`src/design/rse_pkg.sv`:
```
`default_nettype none

package rse_pkg;

   localparam int SYMBOL_BITS = 8;
   localparam int MAX_PARITY  = 16;
   localparam int CSR_W       = 5;

   // parity count width (holds MAX_PARITY) and parity register index width
   localparam int CNT_W = $clog2(MAX_PARITY + 1);
   localparam int IDX_W = $clog2(MAX_PARITY);
   localparam int SUM_W = ((SYMBOL_BITS > CNT_W) ? SYMBOL_BITS : CNT_W) + 1;
   localparam int FIELD_MAX = (1 << SYMBOL_BITS) - 1;

   typedef logic [SYMBOL_BITS-1:0] sym_type;
   typedef sym_type [MAX_PARITY:0] gen_type;
   typedef gen_type [MAX_PARITY-1:0] gen_tab_type;

   typedef struct packed {
      logic [7:0] message_symbol;
      logic       block_end;
   } req_type;

   typedef struct packed {
      logic [7:0] code_symbol;
      logic       is_parity;
      logic       codeword_end;
      logic       overlength;
   } rsp_type;

   typedef struct packed {
      logic [CNT_W-1:0] peff;
      gen_type          gen;
      logic             clear;
   } cfg_type;

   function automatic int field_poly(input int bits);
      int poly;
      case (bits)
         3:       poly = 'h00B;
         4:       poly = 'h019;
         5:       poly = 'h025;
         6:       poly = 'h043;
         7:       poly = 'h083;
         8:       poly = 'h171;
         9:       poly = 'h211;
         10:      poly = 'h409;
         11:      poly = 'h805;
         12:      poly = 'h1099;
         default: poly = 'h171;
      endcase
      return poly;
   endfunction

   localparam sym_type POLY_LOW = SYMBOL_BITS'(field_poly(SYMBOL_BITS));

   function automatic sym_type gf_mul(input sym_type a, input sym_type b);
      sym_type acc;
      sym_type sh;
      acc = '0;
      sh  = a;
      for (int k = 0; k < SYMBOL_BITS; k++) begin
         if (b[k]) begin
            acc = acc ^ sh;
         end
         sh = {sh[SYMBOL_BITS-2:0], 1'b0} ^ (sh[SYMBOL_BITS-1] ? POLY_LOW : '0);
      end
      return acc;
   endfunction

   // generator coefficients for every parity count, entry p-1 holds prod (x + alpha^i)
   function automatic gen_tab_type build_gen_table();
      gen_tab_type tab;
      gen_type     g;
      sym_type     root;
      tab = '0;
      for (int p = 1; p <= MAX_PARITY; p++) begin
         g    = '0;
         g[0] = SYMBOL_BITS'(1);
         root = SYMBOL_BITS'(1);
         for (int i = 1; i <= p; i++) begin
            root = gf_mul(root, SYMBOL_BITS'(2));
            for (int j = i; j > 0; j--) begin
               g[j] = g[j-1] ^ gf_mul(g[j], root);
            end
            g[0] = gf_mul(g[0], root);
         end
         tab[p-1] = g;
      end
      return tab;
   endfunction

   localparam gen_tab_type GEN_TABLE = build_gen_table();

endpackage

`default_nettype wire

```
`src/design/reed_solomon_systematic_encoder_top.sv`:
```
// Systematic Reed-Solomon encoder over GF(2^8), field polynomial x^8+x^6+x^5+x^4+1.
// req_* channel: one message symbol per transaction, highest degree first;
//   block_end marks the last symbol of a block.
// rsp_* channel: every message symbol is echoed, and after the last one the
//   parity symbols follow, highest degree first, codeword_end on the final one.
//   overlength is set once message plus parity exceeds 255 symbols.
// csr_*: write the parity count (0 acts as 1, above 16 as 16). A write abandons
//   any partial block; write only while the block is idle.
// Path: a request is registered in the input queue and then in the output register before its echo.
// Throughput: one transaction per cycle on each side while rsp_stall is low; no
//   request is taken while parity drains, so a block of n symbols occupies the
//   output for its n symbols and then its parity symbols, the single result register being the limit.
// Reset: parity count 16, parity register cleared; nothing is stalled after reset.
// When rsp_stall is high the output holds; the 2-entry input queue fills and
//   then req_stall rises.
`default_nettype none

module reed_solomon_systematic_encoder_top (
   input  wire logic                        clock,
   input  wire logic                        reset,
   input  wire logic                        req_valid,
   output logic                             req_stall,
   input  wire rse_pkg::req_type            req_payload,
   output logic                             rsp_valid,
   input  wire logic                        rsp_stall,
   output rse_pkg::rsp_type                 rsp_payload,
   input  wire logic                        csr_write_enable,
   input  wire logic [rse_pkg::CSR_W-1:0]   csr_write_data
);
   import rse_pkg::*;

   logic [CNT_W-1:0] peff_ff, peff_in;
   gen_type          gen_ff;
   cfg_type          cfg;
   logic             q_valid;
   req_type          q_data;
   logic             q_pop;

   always_comb begin
      if (int'(csr_write_data) > MAX_PARITY) begin
         peff_in = CNT_W'(MAX_PARITY);
      end else if (csr_write_data == '0) begin
         peff_in = CNT_W'(1);
      end else begin
         peff_in = CNT_W'(csr_write_data);
      end
   end

   always_ff @(posedge clock) begin
      if (reset) begin
         peff_ff <= CNT_W'(MAX_PARITY);
         gen_ff  <= GEN_TABLE[MAX_PARITY-1];
      end else if (csr_write_enable) begin
         peff_ff <= peff_in;
         gen_ff  <= GEN_TABLE[IDX_W'(peff_in - CNT_W'(1))];
      end
   end

   assign cfg.peff  = peff_ff;
   assign cfg.gen   = gen_ff;
   assign cfg.clear = csr_write_enable;

   rse_front u_front (
      .clock       (clock),
      .reset       (reset),
      .req_valid   (req_valid),
      .req_stall   (req_stall),
      .req_payload (req_payload),
      .q_valid     (q_valid),
      .q_data      (q_data),
      .q_pop       (q_pop)
   );

   rse_back u_back (
      .clock       (clock),
      .reset       (reset),
      .cfg         (cfg),
      .q_valid     (q_valid),
      .q_data      (q_data),
      .q_pop       (q_pop),
      .rsp_valid   (rsp_valid),
      .rsp_stall   (rsp_stall),
      .rsp_payload (rsp_payload)
   );

endmodule

`default_nettype wire

```
`src/design/rse_front.sv`:
```
`default_nettype none

module rse_front (
   input  wire logic             clock,
   input  wire logic             reset,
   input  wire logic             req_valid,
   output logic                  req_stall,
   input  wire rse_pkg::req_type req_payload,
   output logic                  q_valid,
   output rse_pkg::req_type      q_data,
   input  wire logic             q_pop
);
   import rse_pkg::*;

   req_type    slot_ff [2];
   logic       wr_ptr_ff, wr_ptr_in;
   logic       rd_ptr_ff, rd_ptr_in;
   logic [1:0] count_ff, count_in;
   logic       push;
   logic       pop;

   assign req_stall = (count_ff == 2'd2);
   assign push      = req_valid && !req_stall;
   assign q_valid   = (count_ff != 2'd0);
   assign pop       = q_pop && q_valid;
   assign q_data    = slot_ff[rd_ptr_ff];

   always_comb begin
      wr_ptr_in = push ? !wr_ptr_ff : wr_ptr_ff;
      rd_ptr_in = pop ? !rd_ptr_ff : rd_ptr_ff;
      count_in  = count_ff + 2'(push) - 2'(pop);
   end

   always_ff @(posedge clock) begin
      if (reset) begin
         wr_ptr_ff <= 1'b0;
         rd_ptr_ff <= 1'b0;
         count_ff  <= 2'd0;
      end else begin
         wr_ptr_ff <= wr_ptr_in;
         rd_ptr_ff <= rd_ptr_in;
         count_ff  <= count_in;
      end
   end

   always_ff @(posedge clock) begin
      if (push) begin
         slot_ff[wr_ptr_ff] <= req_payload;
      end
   end

endmodule

`default_nettype wire

```
`src/design/rse_back.sv`:
```
`default_nettype none

module rse_back (
   input  wire logic             clock,
   input  wire logic             reset,
   input  wire rse_pkg::cfg_type cfg,
   input  wire logic             q_valid,
   input  wire rse_pkg::req_type q_data,
   output logic                  q_pop,
   output logic                  rsp_valid,
   input  wire logic             rsp_stall,
   output rse_pkg::rsp_type      rsp_payload
);
   import rse_pkg::*;

   sym_type          par_ff  [MAX_PARITY];
   sym_type          par_in  [MAX_PARITY];
   logic [SYMBOL_BITS-1:0] cnt_ff, cnt_in;
   logic             over_ff, over_in;
   logic             emit_ff, emit_in;
   logic [CNT_W-1:0] left_ff, left_in;
   logic             rsp_valid_ff, rsp_valid_in;
   rsp_type          rsp_ff, rsp_in;

   logic             out_free;
   logic [IDX_W-1:0] tap_idx;
   sym_type          sym;
   sym_type          fb;
   logic [SYMBOL_BITS-1:0] cnt_next;
   logic             over_now;

   assign out_free    = !rsp_valid_ff || !rsp_stall;
   assign q_pop       = out_free && !emit_ff && !cfg.clear;
   assign rsp_valid   = rsp_valid_ff;
   assign rsp_payload = rsp_ff;

   assign tap_idx  = IDX_W'(cfg.peff - CNT_W'(1));
   assign sym      = SYMBOL_BITS'(q_data.message_symbol);
   assign fb       = sym ^ par_ff[tap_idx];
   assign cnt_next = (cnt_ff == SYMBOL_BITS'(FIELD_MAX)) ? cnt_ff : cnt_ff + SYMBOL_BITS'(1);
   assign over_now = (SUM_W'(cnt_next) + SUM_W'(cfg.peff)) > SUM_W'(FIELD_MAX);

   always_comb begin
      par_in       = par_ff;
      cnt_in       = cnt_ff;
      over_in      = over_ff;
      emit_in      = emit_ff;
      left_in      = left_ff;
      rsp_valid_in = rsp_valid_ff;
      rsp_in       = rsp_ff;
      if (cfg.clear) begin
         for (int j = 0; j < MAX_PARITY; j++) begin
            par_in[j] = '0;
         end
         cnt_in       = '0;
         emit_in      = 1'b0;
         rsp_valid_in = 1'b0;
      end else if (out_free) begin
         if (emit_ff) begin
            // parity drains from the top tap; shifting up leaves zeros behind
            rsp_in.code_symbol  = 8'(par_ff[tap_idx]);
            rsp_in.is_parity    = 1'b1;
            rsp_in.codeword_end = (left_ff == CNT_W'(1));
            rsp_in.overlength   = over_ff;
            rsp_valid_in        = 1'b1;
            for (int j = 1; j < MAX_PARITY; j++) begin
               par_in[j] = par_ff[j-1];
            end
            par_in[0] = '0;
            left_in   = left_ff - CNT_W'(1);
            emit_in   = (left_ff != CNT_W'(1));
         end else if (q_valid) begin
            for (int j = 1; j < MAX_PARITY; j++) begin
               if (CNT_W'(j) < cfg.peff) begin
                  par_in[j] = par_ff[j-1] ^ gf_mul(cfg.gen[j], fb);
               end
            end
            par_in[0]           = gf_mul(cfg.gen[0], fb);
            rsp_in.code_symbol  = 8'(sym);
            rsp_in.is_parity    = 1'b0;
            rsp_in.codeword_end = 1'b0;
            rsp_in.overlength   = over_now;
            rsp_valid_in        = 1'b1;
            over_in             = over_now;
            if (q_data.block_end) begin
               emit_in = 1'b1;
               left_in = cfg.peff;
               cnt_in  = '0;
            end else begin
               cnt_in = cnt_next;
            end
         end else begin
            rsp_valid_in = 1'b0;
         end
      end
   end

   always_ff @(posedge clock) begin
      if (reset) begin
         for (int j = 0; j < MAX_PARITY; j++) begin
            par_ff[j] <= '0;
         end
         cnt_ff       <= '0;
         over_ff      <= 1'b0;
         emit_ff      <= 1'b0;
         left_ff      <= '0;
         rsp_valid_ff <= 1'b0;
      end else begin
         par_ff       <= par_in;
         cnt_ff       <= cnt_in;
         over_ff      <= over_in;
         emit_ff      <= emit_in;
         left_ff      <= left_in;
         rsp_valid_ff <= rsp_valid_in;
      end
   end

   always_ff @(posedge clock) begin
      rsp_ff <= rsp_in;
   end

endmodule

`default_nettype wire
```
`config.mk`:
```
export PLATFORM = sky130hd
export DESIGN_NAME = reed_solomon_systematic_encoder_top
export DESIGN_NICKNAME = d
export VERILOG_FILES = /design/src/design/rse_pkg.sv /design/src/design/reed_solomon_systematic_encoder_top.sv /design/src/design/rse_front.sv /design/src/design/rse_back.sv
export SDC_FILE = /design/constraint.sdc
export NUM_CORES = 2
export LEC_CHECK = 0
export BUFFER_PORTS_ARGS = -buffer_cell sky130_fd_sc_hd__buf_2
export CELL_PAD_IN_SITES_DETAIL_PLACEMENT = 1
export CELL_PAD_IN_SITES_GLOBAL_PLACEMENT = 1
export CORE_MARGIN = 10
export CORE_UTILIZATION = 30
export CTS_BUF_LIST = sky130_fd_sc_hd__clkbuf_2
export DETAILED_ROUTE_END_ITERATION = 6
export HOLD_SLACK_MARGIN = 0.12
export MAX_ROUTING_LAYER = met4
export PLACE_DENSITY = 0.63
export SLEW_MARGIN = 20
export SYNTH_ARGS = -nofsm -noshare
export SYNTH_HDL_FRONTEND = slang
export SYNTH_HIERARCHICAL = 1
export SYNTH_SLANG_ARGS = --single-unit
export TNS_END_PERCENT = 100
```
`constraint.sdc`:
```
create_clock -name clock -period 4.75 [get_ports clock]
set_input_delay 0.2375 -clock clock [delete_from_list [all_inputs] [get_ports clock]]
set_output_delay 0.2375 -clock clock [all_outputs]
set_load 0.01 [all_outputs]
```
==> summary.md <==
| Metric | Value |
|---|---|
| HPWL after DPL | `around 140 mm` |
| RSZ-0062 raised after global routing | `true` |
| Post-synthesis xor/xnor area fraction | `31.7%` |
| F_max | `around 210 MHz` |
| Initial antenna violation count | `12` |
| Top fanout value on the critical path | `17` |
| Clk_lat worst skew | `around 1.2 ns` |
| Post-Synthesis Cell Area | `35900 µm²` |
| Cells on worst reg2reg path | `16` |
| Synth-to-Final Area Change | `13.1%` |
| Area of the die | `about 130000 µm²` |
| Leakage power | `approximately 16 nW` |
| Worst-Margin Slew | `about 1.1 ns` |
| Worst Hold Endpoint | `u_front/slot_ff[1][2]` |
| Worst min-delay path startpoint | `req_valid` |
| Reg clk slew, reported paths | `between 0.1 and 0.15 ns` |
| Share of cells above drive strength 1 | `between 10 and 15%` |
| Gpl congestion | `~0.98` |
| CTS tree | `yes` |
| Clk_skew | `0.175 ns` |
| Hold Crit Class | `primary input to flop` |
| WS Path Type | `flop to flop` |
| PD cells | `947 nW/µm²` |
| Clock sink count | `about 280` |
| Fill cell count | `roughly 15000` |
| Post-synthesis area per instance | `between 7 and 8 µm²` |
| Seq/Total Area, Yosys | `around 17%` |
| Slew Limit Fails | `0` |
| Core ar. | `119000 µm²` |
| GRT Overall Usage | `roughly 29%` |
| I/O pin cnt | `32` |
| Setup TNS | `0 ns` |
| Fin crit share | `between 90% and 100%` |
| Total grt overflow | `0` |
| Via count | `between 30000 and 40000` |
| Worst IR Drop VDD | `around 0.39 mV` |
| FFs w/ async S/R, synth | `0%` |
| Number of buffers created by CTS | `84` |
| Layout Nets | `around 4900` |
| Post-Synth Simple-Gate Area | `21.2%` |
| H-tree depth | `3` |
| Max-cap viol count | `0` |
| Primary FF master, synth | `dfxtp_1` |
| Flops & latches, synth | `around 280` |
| Pre-CTS worst setup slack | `-0.126 ns` |
| Die Ht | `between 300 and 400 µm` |
| Mapped Cells | `4816` |
| CTS max path bufs | `3` |
| Multiplexer area fraction after synthesis | `under 10%` |
| Synth unique cells | `roughly 110` |
| CP Capture Type | `flop` |
| DR iter-0 viols | `4333` |
| Arr. time, crit path | `5.87 ns` |
| Number of cells on the worst hold path | `3` |
| Ys Warns | `6` |
| Crit start category | `flop` |
| WL/cell | `about 30 µm` |
| Multi-input logic area | `27900 µm²` |
| DRC viols | `0` |
| Setup violation total in the final timing report | `0` |
| Status | `completed` |
| Register area | `a little under 6000 µm²` |
| R2r setup slk | `0.04 ns` |
| Die width | `approximately 370 µm` |
| Largest net degree at the start of global routing | `79` |
| RR Endpoint | `u_back/par_ff[37]` |
| Vias per cell | `approximately 6.0` |
| Clock root cell | `clkbuf_2` |
| Design Power | `slightly below 0.04 W` |
| Compound-Gate Fraction of Synth Area | `around a fifth` |
| Crit Reg-Reg Startpoint | `peff_ff[0]` |
| Number of synthesized flops with an enable pin | `29` |
| Remaining antenna violation count after routing | `0` |
| # rows | `126` |
| Routed WL | `between 150 and 200 mm` |
| PnR worst setup slack | `about 0.036 ns` |
| Detailed-router iteration count before antenna repair | `5` |
| I/O Buffers | `31` |
| First-pass GRT wire length | `approximately 280 mm` |
| Min Tclk post-route | `4.71 ns` |
| Adder-cell share of the synthesized area | `less than 1%` |
| Fin util | `34.3%` |
| Initial core utilization | `a little under a third` |
| Worst Path Required | `around 6 ns` |
| Final hold viol count | `0` |
| Vias in the first global route | `between 30000 and 40000` |
| Main combinational cell family by area after synthesis | `XOR/XNOR gates` |
| Relative slew margins | `between 20% and 30%` |
==> cell usage after synthesis (11+ instances only) <==
cell	n	area, µm²
a211oi_1	67	503
a21oi_1	266	1330
a221o_1	12	120
a22o_1	15	131
a22oi_1	42	315
a31oi_1	40	250
a32o_1	12	120
a32oi_1	42	368
and2_1	14	87.6
and3_1	67	419
buf_1	31	116
buf_2	149	746
buf_4	37	278
buf_6	17	191
clkbuf_1	239	897
dfxtp_1	253	5060
edfxtp_1	29	871
ha_1	18	225
inv_1	58	218
mux2_2	46	518
mux2i_1	71	711
nand2_1	330	1240
nand2b_1	25	156
nand3_1	339	1700
nand4_1	22	138
nor2_1	395	1480
nor2b_1	11	68.8
nor3_1	258	1290
nor3_2	11	110
nor4_1	14	87.6
o211ai_1	22	165
o21a_1	12	90.1
o21ai_0	290	1450
o21ai_1	22	110
o221ai_1	14	123
o22a_1	18	158
o22ai_1	64	400
or2_2	15	93.8
or3_1	55	344
xnor2_1	745	6530
xnor3_1	74	1670
xor2_1	353	3090
==> critical path: stages, from the launching register on <==
cell and delay [ns]:
dfxtp_2 0.39, inv_1 0.12, ha_4 0.34, buf_12 0.17, mux2_1 0.34, a21oi_1 0.51, o22a_2 0.31, a21oi_4 0.12
nor2_4 0.37, buf_4 0.40, a21oi_1 0.14, xnor2_1 0.15, a22oi_1 0.38, xnor3_1 0.52, buf_4 0.18, mux2_2 0.26
nand2_1 0.06
==> final cells by class <==
type | instances | share of cell area (%)
multi-input combinational | 4012 | 68.7
clock buffer | 126 | 1.55
antenna | 11 | 0.0677
clock inverter | 27 | 0.320
timing repair buffer | 430 | 9.26
sequential | 282 | 14.6
tap | 1600 | 4.93
inverter | 64 | 0.591
==> registers in the layout (all words and copies together), names as in the netlist, named ones only <==
register and cells:
u_back/par_ff 128, cfg 99, u_front/slot_ff 18, u_back/rsp_payload 11, u_back/cnt_ff 8, peff_ff 5
u_back/left_ff 5, u_front/count_ff 2, u_back/emit_ff 1, u_back/over_ff 1, u_back/rsp_valid 1, u_front/rd_ptr_ff 1
u_front/wr_ptr_ff 1
==> cells by family (layout without fill, tap and decap cells) <==
family	Yosys count	after routing
and+or+nand+nor	1605	1605
AOI/OAI and AO/OA	1071	1071
xor gates and xnor gates	1177	1177
muxes	124	124
other	1	27
adders and majority gates	19	19
DFF	282	282
buffers and inverters	537	647
==> metal layers <==
layer / track usage [%] / vias up / part of all wire, %
met5: - / - / 0
met4: 16.9 / 0 / 7.0
met3: 4.87 / 497 / 8.2
met2: 41.2 / 1927 / 42
met1: 36.9 / 19800 / 43
li1: - / 17000 / -
==> where the power goes <==
group | internal, W | leakage, nW | switching, W
clock | 0.000721 | 0.586 | 0.00124
combinational | 0.0132 | 12.6 | 0.0196
sequential | 0.00294 | 2.34 | 0.000793
==> worst max-delay path by stage <==
stage / depth (start not counted) / start / end / slack, ns
after floorplan: 19 / peff_ff[0] / u_back/par_ff[110] / 0.57
after global placement: 17 / peff_ff[0] / u_back/par_ff[109] / -0.62
after detailed placement: 15 / peff_ff[0] / u_back/par_ff[73] / -0.13
after CTS: 18 / peff_ff[0] / u_back/par_ff[110] / 0.06
after global routing: 17 / peff_ff[0] / u_back/par_ff[110] / -0.04
final: 16 / peff_ff[0] / u_back/par_ff[37] / 0.04
==> per-stage QoR <==
step / cell area [µm²] / hold slack [ns] / std cells
5_1_grt: 40600 / 0.185 / 6551
4_1_cts: 40500 / 0.121 / 6538
2_1_floorplan: 36000 / 0.307 / 4831
6_report: 40600 / 0.218 / 6552
3_3_place_gp: 39300 / 0.427 / 6341
3_5_place_dp: 39300 / 0.431 / 6342
==> repair_timing <==
item,CTS,global route
cloned,0,0
pin swaps,1,1
setup buffers,2,3
hold buffers,41,0
hold endpoints to repair,238,0
gates resized for setup,2,13
endpoints found under the setup margin,3,15
==> cells in the final DEF, fill, tap and decap left out, types with 40 or more instances in the layout <==
master,instances
xnor2_1,742
o21ai_0,289
buf_12,40
nand2_1,327
mux2_2,46
and3_1,67
clkbuf_2,126
buf_4,315
nor3_1,258
dlygate4sd3_1,41
a22oi_1,42
a21oi_1,258
nor2_1,390
dfxtp_1,249
nand3_1,335
inv_1,58
xnor3_1,73
a211oi_1,65
a32oi_1,42
o22ai_1,64
a31oi_1,40
or3_1,55
mux2i_1,71
xor2_1,353
Power figures use the tool's default switching activity.
